## config.mk

```make
export PLATFORM = sky130hd
export DESIGN_NAME = line_position_pd_steering
export DESIGN_NICKNAME = d
export VERILOG_FILES = /design/src/rtl/lpps_pkg.sv /design/src/rtl/lpps_lane.sv /design/src/rtl/lpps_merge.sv /design/src/rtl/lpps_div.sv /design/src/rtl/lpps_pd.sv /design/src/rtl/line_position_pd_steering.sv
export SDC_FILE = /design/constraint.sdc
export NUM_CORES = 2
export LEC_CHECK = 0
export ABC_AREA = 1
export BUFFER_PORTS_ARGS = -buffer_cell sky130_fd_sc_hd__clkbuf_2
export CAP_MARGIN = 0
export CORE_ASPECT_RATIO = 0.7
export CORE_MARGIN = 2
export CORE_UTILIZATION = 35
export CTS_CLUSTER_SIZE = 8
export DETAILED_ROUTE_END_ITERATION = 8
export PLACE_DENSITY = 0.53
export RECOVER_POWER = 100
export SLEW_MARGIN = 10
export SYNTH_ARGS = -nofsm -noshare
export SYNTH_HDL_FRONTEND = slang
export SYNTH_SLANG_ARGS = --single-unit
```

## constraint.sdc

```tcl
create_clock -name clock -period 12.3 [get_ports clock]
set_clock_uncertainty 0.2 [all_clocks]
set_input_delay 1.845 -clock clock [delete_from_list [all_inputs] [get_ports clock]]
set_output_delay 1.845 -clock clock [all_outputs]
set_load 0.03 [all_outputs]
```

## src/rtl/lpps_pkg.sv

```systemverilog
// ----------------------------------------------------------------------------
// lpps_pkg
// Shared types and constants for the line position PD steering block.
// ----------------------------------------------------------------------------
`default_nettype none

package lpps_pkg;

   // sensor lanes and their centroid weights, outermost left first
   localparam int NUM_LANES   = 8;
   localparam int WEIGHT_BITS = 4;
   localparam logic signed [WEIGHT_BITS-1:0] LANE_WEIGHT [NUM_LANES] = '{
      -4'sd4, -4'sd3, -4'sd2, -4'sd1, 4'sd1, 4'sd2, 4'sd3, 4'sd4
   };

   // fixed field widths
   localparam int SETP_BITS = 12;
   localparam int GAIN_BITS = 16;
   localparam int BASE_BITS = 10;
   localparam int ERR_BITS  = 13;
   localparam int DIFF_BITS = ERR_BITS + 1;
   localparam int FRAC_BITS = 8;              // Q.8 position
   localparam int QUO_BITS  = 11;             // |position| <= 1024
   localparam int POS_BITS  = QUO_BITS + 1;
   localparam int CNT_BITS  = $clog2(QUO_BITS + 1);
   localparam int ACC_FRAC  = 16;             // PD term in Q.16
   localparam int TERM_BITS = 32;
   localparam int RAW_BITS  = 34;

   // configuration port
   localparam int CSR_IDX_BITS  = 3;
   localparam int CSR_DATA_BITS = 16;
   localparam logic [CSR_IDX_BITS-1:0] CSR_SETPOINT   = 3'd0;
   localparam logic [CSR_IDX_BITS-1:0] CSR_PROP_GAIN  = 3'd1;
   localparam logic [CSR_IDX_BITS-1:0] CSR_DERIV_GAIN = 3'd2;
   localparam logic [CSR_IDX_BITS-1:0] CSR_BASE_LEFT  = 3'd3;
   localparam logic [CSR_IDX_BITS-1:0] CSR_BASE_RIGHT = 3'd4;

   // register reset values
   localparam logic signed [SETP_BITS-1:0] SETPOINT_RST   = 12'sd166;
   localparam logic [GAIN_BITS-1:0]        PROP_GAIN_RST  = 16'd28160;
   localparam logic [GAIN_BITS-1:0]        DERIV_GAIN_RST = 16'd26;
   localparam logic [BASE_BITS-1:0]        BASE_LEFT_RST  = 10'd100;
   localparam logic [BASE_BITS-1:0]        BASE_RIGHT_RST = 10'd100;

   // divider status
   typedef struct packed {
      logic busy;
      logic done;
   } lpps_div_stat_type;

endpackage

`default_nettype wire

```

## src/rtl/lpps_lane.sv

```systemverilog
// ----------------------------------------------------------------------------
// lpps_lane
// One sensor lane: registers the sample and its weighted product.
// ----------------------------------------------------------------------------
`default_nettype none

module lpps_lane
   import lpps_pkg::*;
#(
   parameter int SAMPLE_BITS = 12,
   parameter logic signed [WEIGHT_BITS-1:0] WEIGHT = 4'sd1
) (
   input  wire logic                          clock,
   input  wire logic                          reset,
   input  wire logic                          in_valid,
   input  wire logic [SAMPLE_BITS-1:0]        in_sample,
   output logic                               out_valid,
   output logic [SAMPLE_BITS-1:0]             out_sample,
   output logic signed [SAMPLE_BITS+3:0]      out_prod
);

   logic                          valid_ff;
   logic [SAMPLE_BITS-1:0]        sample_ff;
   logic signed [SAMPLE_BITS+3:0] prod_ff;
   logic signed [SAMPLE_BITS+3:0] prod_in;

   // |weight| <= 4, so the product needs two bits above the sample plus sign
   assign prod_in = $signed({1'b0, in_sample}) * WEIGHT;

   always_ff @(posedge clock) begin
      if (reset) begin
         valid_ff <= 1'b0;
      end else begin
         valid_ff <= in_valid;
      end
   end

   always_ff @(posedge clock) begin
      if (in_valid) begin
         sample_ff <= in_sample;
         prod_ff   <= prod_in;
      end
   end

   assign out_valid  = valid_ff;
   assign out_sample = sample_ff;
   assign out_prod   = prod_ff;

endmodule

`default_nettype wire

```

## src/rtl/lpps_merge.sv

```systemverilog
// ----------------------------------------------------------------------------
// lpps_merge
// Two-level registered adder tree: sample sum and weighted sum of the lanes.
// ----------------------------------------------------------------------------
`default_nettype none

module lpps_merge
   import lpps_pkg::*;
#(
   parameter int SAMPLE_BITS = 12
) (
   input  wire logic                            clock,
   input  wire logic                            reset,
   input  wire logic                            in_valid,
   input  wire logic [SAMPLE_BITS-1:0]          in_sample [NUM_LANES],
   input  wire logic signed [SAMPLE_BITS+3:0]   in_prod [NUM_LANES],
   output logic                                 out_valid,
   output logic [SAMPLE_BITS+2:0]               out_sum,
   output logic signed [SAMPLE_BITS+4:0]        out_num
);

   localparam int PAIRS = NUM_LANES / 2;
   localparam int SUM_W = SAMPLE_BITS + 3;
   localparam int NUM_W = SAMPLE_BITS + 5;

   logic                    va_ff;
   logic                    vb_ff;
   logic [SAMPLE_BITS:0]    psum_ff [PAIRS];
   logic signed [NUM_W-1:0] pnum_ff [PAIRS];
   logic [SUM_W-1:0]        sum_ff;
   logic signed [NUM_W-1:0] num_ff;
   logic [SUM_W-1:0]        sum_in;
   logic signed [NUM_W-1:0] num_in;

   always_ff @(posedge clock) begin
      if (reset) begin
         va_ff <= 1'b0;
         vb_ff <= 1'b0;
      end else begin
         va_ff <= in_valid;
         vb_ff <= va_ff;
      end
   end

   always_ff @(posedge clock) begin
      if (in_valid) begin
         for (int i = 0; i < PAIRS; i++) begin
            psum_ff[i] <= {1'b0, in_sample[2*i]} + {1'b0, in_sample[2*i+1]};
            pnum_ff[i] <= NUM_W'(in_prod[2*i]) + NUM_W'(in_prod[2*i+1]);
         end
      end
   end

   always_comb begin
      sum_in = '0;
      num_in = '0;
      for (int i = 0; i < PAIRS; i++) begin
         sum_in = sum_in + SUM_W'(psum_ff[i]);
         num_in = num_in + pnum_ff[i];
      end
   end

   always_ff @(posedge clock) begin
      if (va_ff) begin
         sum_ff <= sum_in;
         num_ff <= num_in;
      end
   end

   assign out_valid = vb_ff;
   assign out_sum   = sum_ff;
   assign out_num   = num_ff;

endmodule

`default_nettype wire

```

## src/rtl/lpps_div.sv

```systemverilog
// ----------------------------------------------------------------------------
// lpps_div
// Restoring divider, one quotient bit a cycle: (num * 256) / sum, truncated
// toward zero. Zero sum gives zero.
// ----------------------------------------------------------------------------
`default_nettype none

module lpps_div
   import lpps_pkg::*;
#(
   parameter int SAMPLE_BITS = 12
) (
   input  wire logic                           clock,
   input  wire logic                           reset,
   input  wire logic                           start,
   input  wire logic signed [SAMPLE_BITS+4:0]  num,
   input  wire logic [SAMPLE_BITS+2:0]         den,
   output lpps_div_stat_type                   stat,
   output logic signed [POS_BITS-1:0]          quo
);

   localparam int NUM_W = SAMPLE_BITS + 5;
   localparam int DEN_W = SAMPLE_BITS + 3;
   localparam int MAG_W = SAMPLE_BITS + 4;
   localparam int REM_W = SAMPLE_BITS + 4;
   localparam int SHF_W = MAG_W + FRAC_BITS;

   logic                busy_ff, busy_in;
   logic                done_ff, done_in;
   logic                neg_ff;
   logic [CNT_BITS-1:0] cnt_ff;
   logic [REM_W-1:0]    rem_ff;
   logic [QUO_BITS-1:0] dvd_ff;
   logic [QUO_BITS-1:0] quo_ff;
   logic [DEN_W-1:0]    den_ff;

   logic [NUM_W-1:0]    num_abs;
   logic [SHF_W-1:0]    shifted;
   logic [REM_W-1:0]    trial;
   logic                fits;

   assign num_abs = num[NUM_W-1] ? NUM_W'(-num) : NUM_W'(num);
   assign shifted = {num_abs[MAG_W-1:0], {FRAC_BITS{1'b0}}};

   // remainder stays below den, so its top bit is free for the shift
   assign trial = {rem_ff[REM_W-2:0], dvd_ff[QUO_BITS-1]};
   assign fits  = trial >= REM_W'(den_ff);

   always_comb begin
      busy_in = busy_ff;
      done_in = 1'b0;
      if (start) begin
         busy_in = (den != '0);
         done_in = (den == '0);
      end else if (busy_ff && cnt_ff == CNT_BITS'(1)) begin
         busy_in = 1'b0;
         done_in = 1'b1;
      end
   end

   always_ff @(posedge clock) begin
      if (reset) begin
         busy_ff <= 1'b0;
         done_ff <= 1'b0;
      end else begin
         busy_ff <= busy_in;
         done_ff <= done_in;
      end
   end

   always_ff @(posedge clock) begin
      if (start) begin
         neg_ff <= num[NUM_W-1];
         den_ff <= den;
         cnt_ff <= CNT_BITS'(QUO_BITS);
         // quotient < 2^11, so the top dividend bits already sit below den
         rem_ff <= REM_W'(shifted[SHF_W-1:QUO_BITS]);
         dvd_ff <= shifted[QUO_BITS-1:0];
         quo_ff <= '0;
      end else if (busy_ff) begin
         cnt_ff <= cnt_ff - CNT_BITS'(1);
         rem_ff <= fits ? trial - REM_W'(den_ff) : trial;
         dvd_ff <= {dvd_ff[QUO_BITS-2:0], 1'b0};
         quo_ff <= {quo_ff[QUO_BITS-2:0], fits};
      end
   end

   assign stat.busy = busy_ff;
   assign stat.done = done_ff;
   assign quo = neg_ff ? POS_BITS'(-$signed({1'b0, quo_ff})) : $signed({1'b0, quo_ff});

endmodule

`default_nettype wire

```

## src/rtl/lpps_pd.sv

```systemverilog
// ----------------------------------------------------------------------------
// lpps_pd
// Error, PD term and clamped left/right duties, five register stages.
// ----------------------------------------------------------------------------
`default_nettype none

module lpps_pd
   import lpps_pkg::*;
#(
   parameter int DUTY_BITS = 10
) (
   input  wire logic                          clock,
   input  wire logic                          reset,
   input  wire logic                          in_valid,
   input  wire logic signed [POS_BITS-1:0]    position,
   input  wire logic signed [SETP_BITS-1:0]   setpoint,
   input  wire logic [GAIN_BITS-1:0]          prop_gain,
   input  wire logic [GAIN_BITS-1:0]          deriv_gain,
   input  wire logic [BASE_BITS-1:0]          base_left,
   input  wire logic [BASE_BITS-1:0]          base_right,
   output logic                               out_valid,
   output logic [DUTY_BITS-1:0]               left_duty,
   output logic [DUTY_BITS-1:0]               right_duty,
   output logic signed [ERR_BITS-1:0]         line_error
);

   localparam int HI_BITS = RAW_BITS - ACC_FRAC;
   localparam logic [DUTY_BITS-1:0] DUTY_TOP = {DUTY_BITS{1'b1}};

   logic                           v1_ff, v2_ff, v3_ff, v4_ff, v5_ff;
   logic signed [ERR_BITS-1:0]     last_err_ff;
   logic signed [ERR_BITS-1:0]     err1_ff, err2_ff, err3_ff, err4_ff, err5_ff;
   logic signed [DIFF_BITS-1:0]    diff_ff;
   logic signed [TERM_BITS-1:0]    pterm_ff, dterm_ff, acc_ff;
   logic signed [RAW_BITS-1:0]     raw_l_ff, raw_r_ff;
   logic [DUTY_BITS-1:0]           left_ff, right_ff;

   logic signed [ERR_BITS-1:0]     err_in;
   logic signed [RAW_BITS-1:0]     base_l_ext, base_r_ext;

   assign err_in = ERR_BITS'(setpoint) - ERR_BITS'(position);

   assign base_l_ext = $signed({{(RAW_BITS-BASE_BITS-ACC_FRAC){1'b0}}, base_left,
                                {ACC_FRAC{1'b0}}});
   assign base_r_ext = $signed({{(RAW_BITS-BASE_BITS-ACC_FRAC){1'b0}}, base_right,
                                {ACC_FRAC{1'b0}}});

   function automatic logic [DUTY_BITS-1:0] clamp(input logic signed [RAW_BITS-1:0] raw);
      logic [HI_BITS-1:0] hi;
      hi = raw[RAW_BITS-1:ACC_FRAC];
      if (raw[RAW_BITS-1]) begin
         clamp = '0;
      end else if (hi > HI_BITS'(DUTY_TOP)) begin
         clamp = DUTY_TOP;
      end else begin
         clamp = hi[DUTY_BITS-1:0];
      end
   endfunction

   always_ff @(posedge clock) begin
      if (reset) begin
         v1_ff       <= 1'b0;
         v2_ff       <= 1'b0;
         v3_ff       <= 1'b0;
         v4_ff       <= 1'b0;
         v5_ff       <= 1'b0;
         last_err_ff <= '0;
      end else begin
         v1_ff <= in_valid;
         v2_ff <= v1_ff;
         v3_ff <= v2_ff;
         v4_ff <= v3_ff;
         v5_ff <= v4_ff;
         if (in_valid) begin
            last_err_ff <= err_in;
         end
      end
   end

   always_ff @(posedge clock) begin
      if (in_valid) begin
         err1_ff <= err_in;
         diff_ff <= DIFF_BITS'(err_in) - DIFF_BITS'(last_err_ff);
      end
      if (v1_ff) begin
         err2_ff  <= err1_ff;
         pterm_ff <= $signed({1'b0, prop_gain}) * err1_ff;
         dterm_ff <= $signed({1'b0, deriv_gain}) * diff_ff;
      end
      if (v2_ff) begin
         err3_ff <= err2_ff;
         acc_ff  <= pterm_ff + dterm_ff;
      end
      if (v3_ff) begin
         err4_ff  <= err3_ff;
         raw_l_ff <= base_l_ext + RAW_BITS'(acc_ff);
         raw_r_ff <= base_r_ext - RAW_BITS'(acc_ff);
      end
      if (v4_ff) begin
         err5_ff  <= err4_ff;
         left_ff  <= clamp(raw_l_ff);
         right_ff <= clamp(raw_r_ff);
      end
   end

   assign out_valid  = v5_ff;
   assign left_duty  = left_ff;
   assign right_duty = right_ff;
   assign line_error = err5_ff;

endmodule

`default_nettype wire

```

## src/rtl/line_position_pd_steering.sv

```systemverilog
// ----------------------------------------------------------------------------
// line_position_pd_steering
// Line follower steering: weighted centroid of eight sensor samples, PD
// correction on the position error, clamped left and right motor duties.
// ----------------------------------------------------------------------------
//
//   channel   direction  word                                   handshake
//   req_      in         eight samples, sense_m4 lowest         tvalid/tready
//   rsp_      out        left_duty, right_duty, line_error      tvalid/tready
//   csr_      in         register index + write data            valid/ready
//
// One frame at a time: the next accept waits until the result of the last
// frame has been loaded into the output register; most of that time goes to
// the eleven-step centroid divider, and a frame whose samples sum to zero
// skips the divider.
// Synchronous active-high reset clears control state, the registers to their
// defaults and the previous error to zero.
// A result waiting on rsp_ does not block the next frame; only a second
// result backs up into the holding register and holds req_tready low.
// ----------------------------------------------------------------------------
`default_nettype none

module line_position_pd_steering
   import lpps_pkg::*;
#(
   parameter int SAMPLE_BITS = 12,
   parameter int DUTY_BITS   = 10
) (
   input  wire logic                                          clock,
   input  wire logic                                          reset,
   // sense_m4, sense_m3, sense_m2, sense_m1, sense_p1, sense_p2, sense_p3, sense_p4
   input  wire logic [NUM_LANES*SAMPLE_BITS-1:0]              req_tdata,
   input  wire logic                                          req_tvalid,
   output logic                                               req_tready,
   // left_duty, right_duty, line_error, zero pad
   output logic [((2*DUTY_BITS+ERR_BITS+7)/8)*8-1:0]          rsp_tdata,
   output logic                                               rsp_tvalid,
   input  wire logic                                          rsp_tready,
   input  wire logic                                          csr_valid,
   output logic                                               csr_ready,
   input  wire logic [CSR_IDX_BITS-1:0]                       csr_index,
   input  wire logic [CSR_DATA_BITS-1:0]                      csr_wdata
);

   localparam int DATA_W = 2 * DUTY_BITS + ERR_BITS;
   localparam int RSP_W  = ((DATA_W + 7) / 8) * 8;

   // configuration registers
   logic signed [SETP_BITS-1:0] setpoint_ff;
   logic [GAIN_BITS-1:0]        prop_gain_ff;
   logic [GAIN_BITS-1:0]        deriv_gain_ff;
   logic [BASE_BITS-1:0]        base_left_ff;
   logic [BASE_BITS-1:0]        base_right_ff;

   // datapath
   logic                                req_fire;
   logic [NUM_LANES-1:0]                lane_v;
   logic [SAMPLE_BITS-1:0]              lane_sample [NUM_LANES];
   logic signed [SAMPLE_BITS+3:0]       lane_prod [NUM_LANES];
   logic                                merge_valid;
   logic [SAMPLE_BITS+2:0]              merge_sum;
   logic signed [SAMPLE_BITS+4:0]       merge_num;
   lpps_div_stat_type                   div_stat;
   logic signed [POS_BITS-1:0]          div_quo;
   logic                                pd_valid;
   logic [DUTY_BITS-1:0]                pd_left;
   logic [DUTY_BITS-1:0]                pd_right;
   logic signed [ERR_BITS-1:0]          pd_err;
   logic [DATA_W-1:0]                   pd_word;

   // output register and holding register
   logic              busy_ff, busy_in;
   logic              rsp_valid_ff, rsp_valid_in;
   logic [DATA_W-1:0] rsp_data_ff;
   logic              pend_valid_ff, pend_valid_in;
   logic [DATA_W-1:0] pend_data_ff;
   logic              rsp_free;
   logic              load_pend;
   logic              load_pd;

   assign req_tready = !busy_ff;
   assign req_fire   = req_tvalid && req_tready;
   assign csr_ready  = 1'b1;

   // register writes; indexes past the list are dropped
   always_ff @(posedge clock) begin
      if (reset) begin
         setpoint_ff   <= SETPOINT_RST;
         prop_gain_ff  <= PROP_GAIN_RST;
         deriv_gain_ff <= DERIV_GAIN_RST;
         base_left_ff  <= BASE_LEFT_RST;
         base_right_ff <= BASE_RIGHT_RST;
      end else if (csr_valid && csr_ready) begin
         unique case (csr_index)
            CSR_SETPOINT:   setpoint_ff   <= $signed(csr_wdata[SETP_BITS-1:0]);
            CSR_PROP_GAIN:  prop_gain_ff  <= csr_wdata[GAIN_BITS-1:0];
            CSR_DERIV_GAIN: deriv_gain_ff <= csr_wdata[GAIN_BITS-1:0];
            CSR_BASE_LEFT:  base_left_ff  <= csr_wdata[BASE_BITS-1:0];
            CSR_BASE_RIGHT: base_right_ff <= csr_wdata[BASE_BITS-1:0];
            default: begin
            end
         endcase
      end
   end

   // eight lanes, one per sensor
   for (genvar i = 0; i < NUM_LANES; i++) begin : g_lane
      lpps_lane #(
         .SAMPLE_BITS (SAMPLE_BITS),
         .WEIGHT      (LANE_WEIGHT[i])
      ) u_lane (
         .clock      (clock),
         .reset      (reset),
         .in_valid   (req_fire),
         .in_sample  (req_tdata[i*SAMPLE_BITS +: SAMPLE_BITS]),
         .out_valid  (lane_v[i]),
         .out_sample (lane_sample[i]),
         .out_prod   (lane_prod[i])
      );
   end

   lpps_merge #(
      .SAMPLE_BITS (SAMPLE_BITS)
   ) u_merge (
      .clock     (clock),
      .reset     (reset),
      .in_valid  (&lane_v),
      .in_sample (lane_sample),
      .in_prod   (lane_prod),
      .out_valid (merge_valid),
      .out_sum   (merge_sum),
      .out_num   (merge_num)
   );

   lpps_div #(
      .SAMPLE_BITS (SAMPLE_BITS)
   ) u_div (
      .clock (clock),
      .reset (reset),
      .start (merge_valid),
      .num   (merge_num),
      .den   (merge_sum),
      .stat  (div_stat),
      .quo   (div_quo)
   );

   lpps_pd #(
      .DUTY_BITS (DUTY_BITS)
   ) u_pd (
      .clock      (clock),
      .reset      (reset),
      .in_valid   (div_stat.done),
      .position   (div_quo),
      .setpoint   (setpoint_ff),
      .prop_gain  (prop_gain_ff),
      .deriv_gain (deriv_gain_ff),
      .base_left  (base_left_ff),
      .base_right (base_right_ff),
      .out_valid  (pd_valid),
      .left_duty  (pd_left),
      .right_duty (pd_right),
      .line_error (pd_err)
   );

   assign pd_word = {pd_err, pd_right, pd_left};

   // output side: a fresh result goes straight to rsp_ when it is free,
   // otherwise it waits in the holding register
   assign rsp_free  = !rsp_valid_ff || rsp_tready;
   assign load_pend = pend_valid_ff && rsp_free;
   assign load_pd   = pd_valid && rsp_free && !pend_valid_ff;

   always_comb begin
      rsp_valid_in  = rsp_valid_ff;
      pend_valid_in = pend_valid_ff;
      busy_in       = busy_ff;
      if (rsp_free) begin
         rsp_valid_in = pend_valid_ff || pd_valid;
      end
      if (load_pend) begin
         pend_valid_in = 1'b0;
      end else if (pd_valid && !rsp_free) begin
         pend_valid_in = 1'b1;
      end
      if (req_fire) begin
         busy_in = 1'b1;
      end else if (load_pend || load_pd) begin
         busy_in = 1'b0;
      end
   end

   always_ff @(posedge clock) begin
      if (reset) begin
         busy_ff       <= 1'b0;
         rsp_valid_ff  <= 1'b0;
         pend_valid_ff <= 1'b0;
      end else begin
         busy_ff       <= busy_in;
         rsp_valid_ff  <= rsp_valid_in;
         pend_valid_ff <= pend_valid_in;
      end
   end

   always_ff @(posedge clock) begin
      if (load_pend) begin
         rsp_data_ff <= pend_data_ff;
      end else if (load_pd) begin
         rsp_data_ff <= pd_word;
      end
      if (pd_valid && !rsp_free) begin
         pend_data_ff <= pd_word;
      end
   end

   assign rsp_tvalid = rsp_valid_ff;
   assign rsp_tdata  = RSP_W'(rsp_data_ff);

   // ---- assertions ----

   // a result never lands on a full holding register
   a_pend_room: assert property (@(posedge clock) disable iff (reset)
      pd_valid |-> !pend_valid_ff)
      else $error("PD result arrived with holding register full");

   // a held result always belongs to the frame in flight
   a_pend_busy: assert property (@(posedge clock) disable iff (reset)
      pend_valid_ff |-> busy_ff)
      else $error("holding register full while idle");

   // only one frame is ever in the datapath
   a_one_frame: assert property (@(posedge clock) disable iff (reset)
      $onehot0({&lane_v, merge_valid, div_stat.busy, pd_valid}))
      else $error("more than one frame in the datapath");

   // the divider finishes only for an accepted frame
   a_div_busy: assert property (@(posedge clock) disable iff (reset)
      div_stat.done |-> busy_ff)
      else $error("divider done with no frame in flight");

endmodule

`default_nettype wire

```

==> results.txt <==
status: complete, but fails checks
failing checks: max-capacitance violations, max-slew violations
Lkg Pwr: 0.0286 uW
Resize count post-CTS: 0
grt ovf: 0
largest net degree at the start of global routing: 85
fin nets: 7202
share of power burned in registers: 0.350
vias: 40812
Hold Vio Cnt, Final: 0
setup violators final: 0
NetSw: 3270 uW
most frequent cells in the layout: 1301 x nand2_1, 1110 x inv_1, 636 x edfxtp_1, 502 x ha_1, 431 x nor2_1
Main synth FF type: edfxtp_1
HPWL Detailed: 122 mm
Crit path largest cell delay: 3.03 ns
hold_buf cts: 0
crit path time final: 8.03 ns
Cell Pwr Density: 146 nW/um2
r2r setup slk: 5.12 ns
die width: 480 um
first-pass GRT wire length: 235 mm
Post-synth EDFFs: 636
All-Layer GR Usage: 0.189
Die Span Y: 337 um
Die ar.: 162000 um2
CP max-delay cell: clkinvlp_2
post-synthesis cell type count: 56
CP Capture Type: register
Core Area: 158000 um2
sequential share of the synthesized area: 0.383
CTS tree: built
Worst-path clk slew: 0.05 ns
vias in the first global route: 39467
worst-margin pin slew: 4.20 ns
non-filler cells, final: 8368
max-slew violations: 742
CTS max path bufs: 3
cell area after synthesis: 55400 um2
starting DRC count in detailed routing: 3673
filler instances: 15921
vias per cell: 4.88
switching share of power: 0.365
PortBufs: 154
DR pass1 iterations: 6
Hold Path Origin: u_pd.err4_ff[3]
Hold Path Cell Cnt: 0
P&R area growth vs syn: 10.4%
most common cell after layout, fill and taps aside: nand2_1
flops & latches, synth: 743
syn_area_per_cell: 9.17 um2
crit-path cells: clkbuf_2 > nand2_1 > clkinvlp_2 > clkbuf_1
worst skew pair latency: 0.72 ns
Critical Path AT: 7.66 ns
hold_ws: 0.217 ns
final WL: 152 mm
postcts setup bufs: 0
reg-to-reg endpoint: g_lane[3].u_lane.out_prod[11]
crit share post-route: 0.653
clk sinks: 743
cell-internal power: 5690 uW
worst path bufs/invs: 3
CP Class: in -> reg
worst min-delay path class: reg -> reg
max cap viols: 16
Root Buffer: clkbuf_16
Initial Util: 0.351
Synth async-reset ratio: 0
crit start category: input port
antenna violations before repair: 7
DR WL/cell: 18.2 um
# rows: 122
worst r2r src: busy_ff
maximum vdd drop: 0.131 mV
final core utilization: 0.388
Post-route DRC: 0
wl on met1: 80.4 mm
Fmax: 125 MHz
Ys Warns: 0
I/O pins: 163
unrepaired setup endpoints after global routing: false
ANT nets after route: 0
critical path fanouts, max: 84
CTS H-Tree Depth: 3
Crit path max-delay family: buffers and inverters
Slew headroom: -1.80
share of cells above drive strength 1: 0.0403
Critical Path RT: 11.93 ns
TritonCTS Buffers: 104
Top Metal Used: met5
cell count after synthesis: 6044
Cells after DPL: 8203
metal2 WL: 57.7 mm
Clock power frac: 0.300
WL met3: 11.8 mm
setup_tns: 0 ns
Min-Delay Endpoint: u_pd.line_error[3]
Worst Reg2Reg Path Length in Cells: 4
gpl congestion: 0.943
combinational power share: 0.350
## kinds of logic after synthesis
kind of cell,count (synthesis),synth area share
XOR/XNOR,267,0.0422
multiplexers,33,0.00671
AO/OA/AOI/OAI,652,0.0641
AND/OR/NAND/NOR,2215,0.167
other,2,0.000136
buffers and inverters,1251,0.0862
adder cells (fa/ha/maj),881,0.250
flip-flops,743,0.383
## power groups by stage
stage	combinational (uW)	sequential [uW]	clock [uW]
floorplan	2210	3140	0
global placement	3110	3170	0
detailed placement	3110	3180	0
CTS	3130	3130	2760
global route	3540	3150	2860
finish	3140	3130	2690
## metal layers
layer,vias up,global-route usage
met4,2,0.0338
met5,-,0
met3,155,0.0399
met2,1221,0.252
li1,19797,-
met1,19637,0.307
## cells in the mapped netlist, types with 13 or more instances
cell	n	area (um2)
nand2_1	1298	4870
inv_1	1112	4170
edfxtp_1	636	19100
ha_1	502	6280
nor2_1	432	1620
fa_1	379	7590
a21oi_1	320	1600
nand3_1	278	1390
o21ai_0	217	1090
xor2_1	194	1700
dfxtp_1	107	2140
clkbuf_1	103	387
nand4_1	80	500
xnor2_1	73	639
nor3_1	40	200
a21o_1	34	255
mux2_2	33	372
o21bai_1	21	158
or2_2	17	106
nand3b_1	16	120
buf_2	13	65.1
## state kept, by name, indices dropped and copies added (netlist names), 14 cells and up
signal,flops
deriv_gain_ff,16
g_lane.u_lane.out_prod,73
g_lane.u_lane.out_sample,92
pend_data_ff,33
prop_gain_ff,16
rsp_data_ff,33
u_div.den_ff,15
u_div.rem_ff,15
u_merge.out_num,17
u_merge.out_sum,15
u_merge.pnum_ff,63
u_merge.psum_ff,52
u_pd.acc_ff,32
u_pd.diff_ff,14
u_pd.dterm_ff,31
u_pd.pterm_ff,30
u_pd.raw_l_ff,17
u_pd.raw_r_ff,17
## area by class of cell
| class | instances | area (um2) | share of cell area |
|---|---|---|---|
| Antenna cell | 1 | 2.50 | 0.0000409 |
| Clock buffer | 156 | 2810 | 0.0459 |
| Clock inverter | 8 | 171 | 0.00280 |
| Inverter | 1122 | 4210 | 0.0689 |
| Multi-Input combinational cell | 4056 | 29300 | 0.480 |
| Sequential cell | 743 | 21200 | 0.347 |
| Tap cell | 2108 | 2640 | 0.0431 |
| Timing Repair Buffer | 174 | 739 | 0.0121 |
## per-stage QoR
step	instance area, um2	setup slack (ns)	power, uW
2_1_floorplan	55400	6.46	5350
3_3_place_gp	58500	6.04	6290
3_5_place_dp	58500	5.99	6280
4_1_cts	61400	6.02	9020
5_1_grt	61200	3.54	9540
6_report	61200	4.27	8960
## worst max-delay path by stage
| stage | from | slack, ns | endpoint | depth (start not counted) |
|---|---|---|---|---|
| floorplan | req_tvalid | 6.46 | g_lane[0].u_lane.out_prod[10] | 2 |
| global placement | u_pd.diff_ff[2] | 6.04 | u_pd.dterm_ff[15] | 21 |
| detailed placement | u_pd.diff_ff[2] | 5.99 | u_pd.dterm_ff[27] | 22 |
| CTS | u_pd.diff_ff[2] | 6.02 | u_pd.dterm_ff[27] | 22 |
| global route | req_tvalid | 3.54 | g_lane[2].u_lane.out_sample[11] | 4 |
| finish | req_tvalid | 4.27 | g_lane[3].u_lane.out_prod[11] | 4 |
Note: power is estimated with default switching activity, not from simulation.
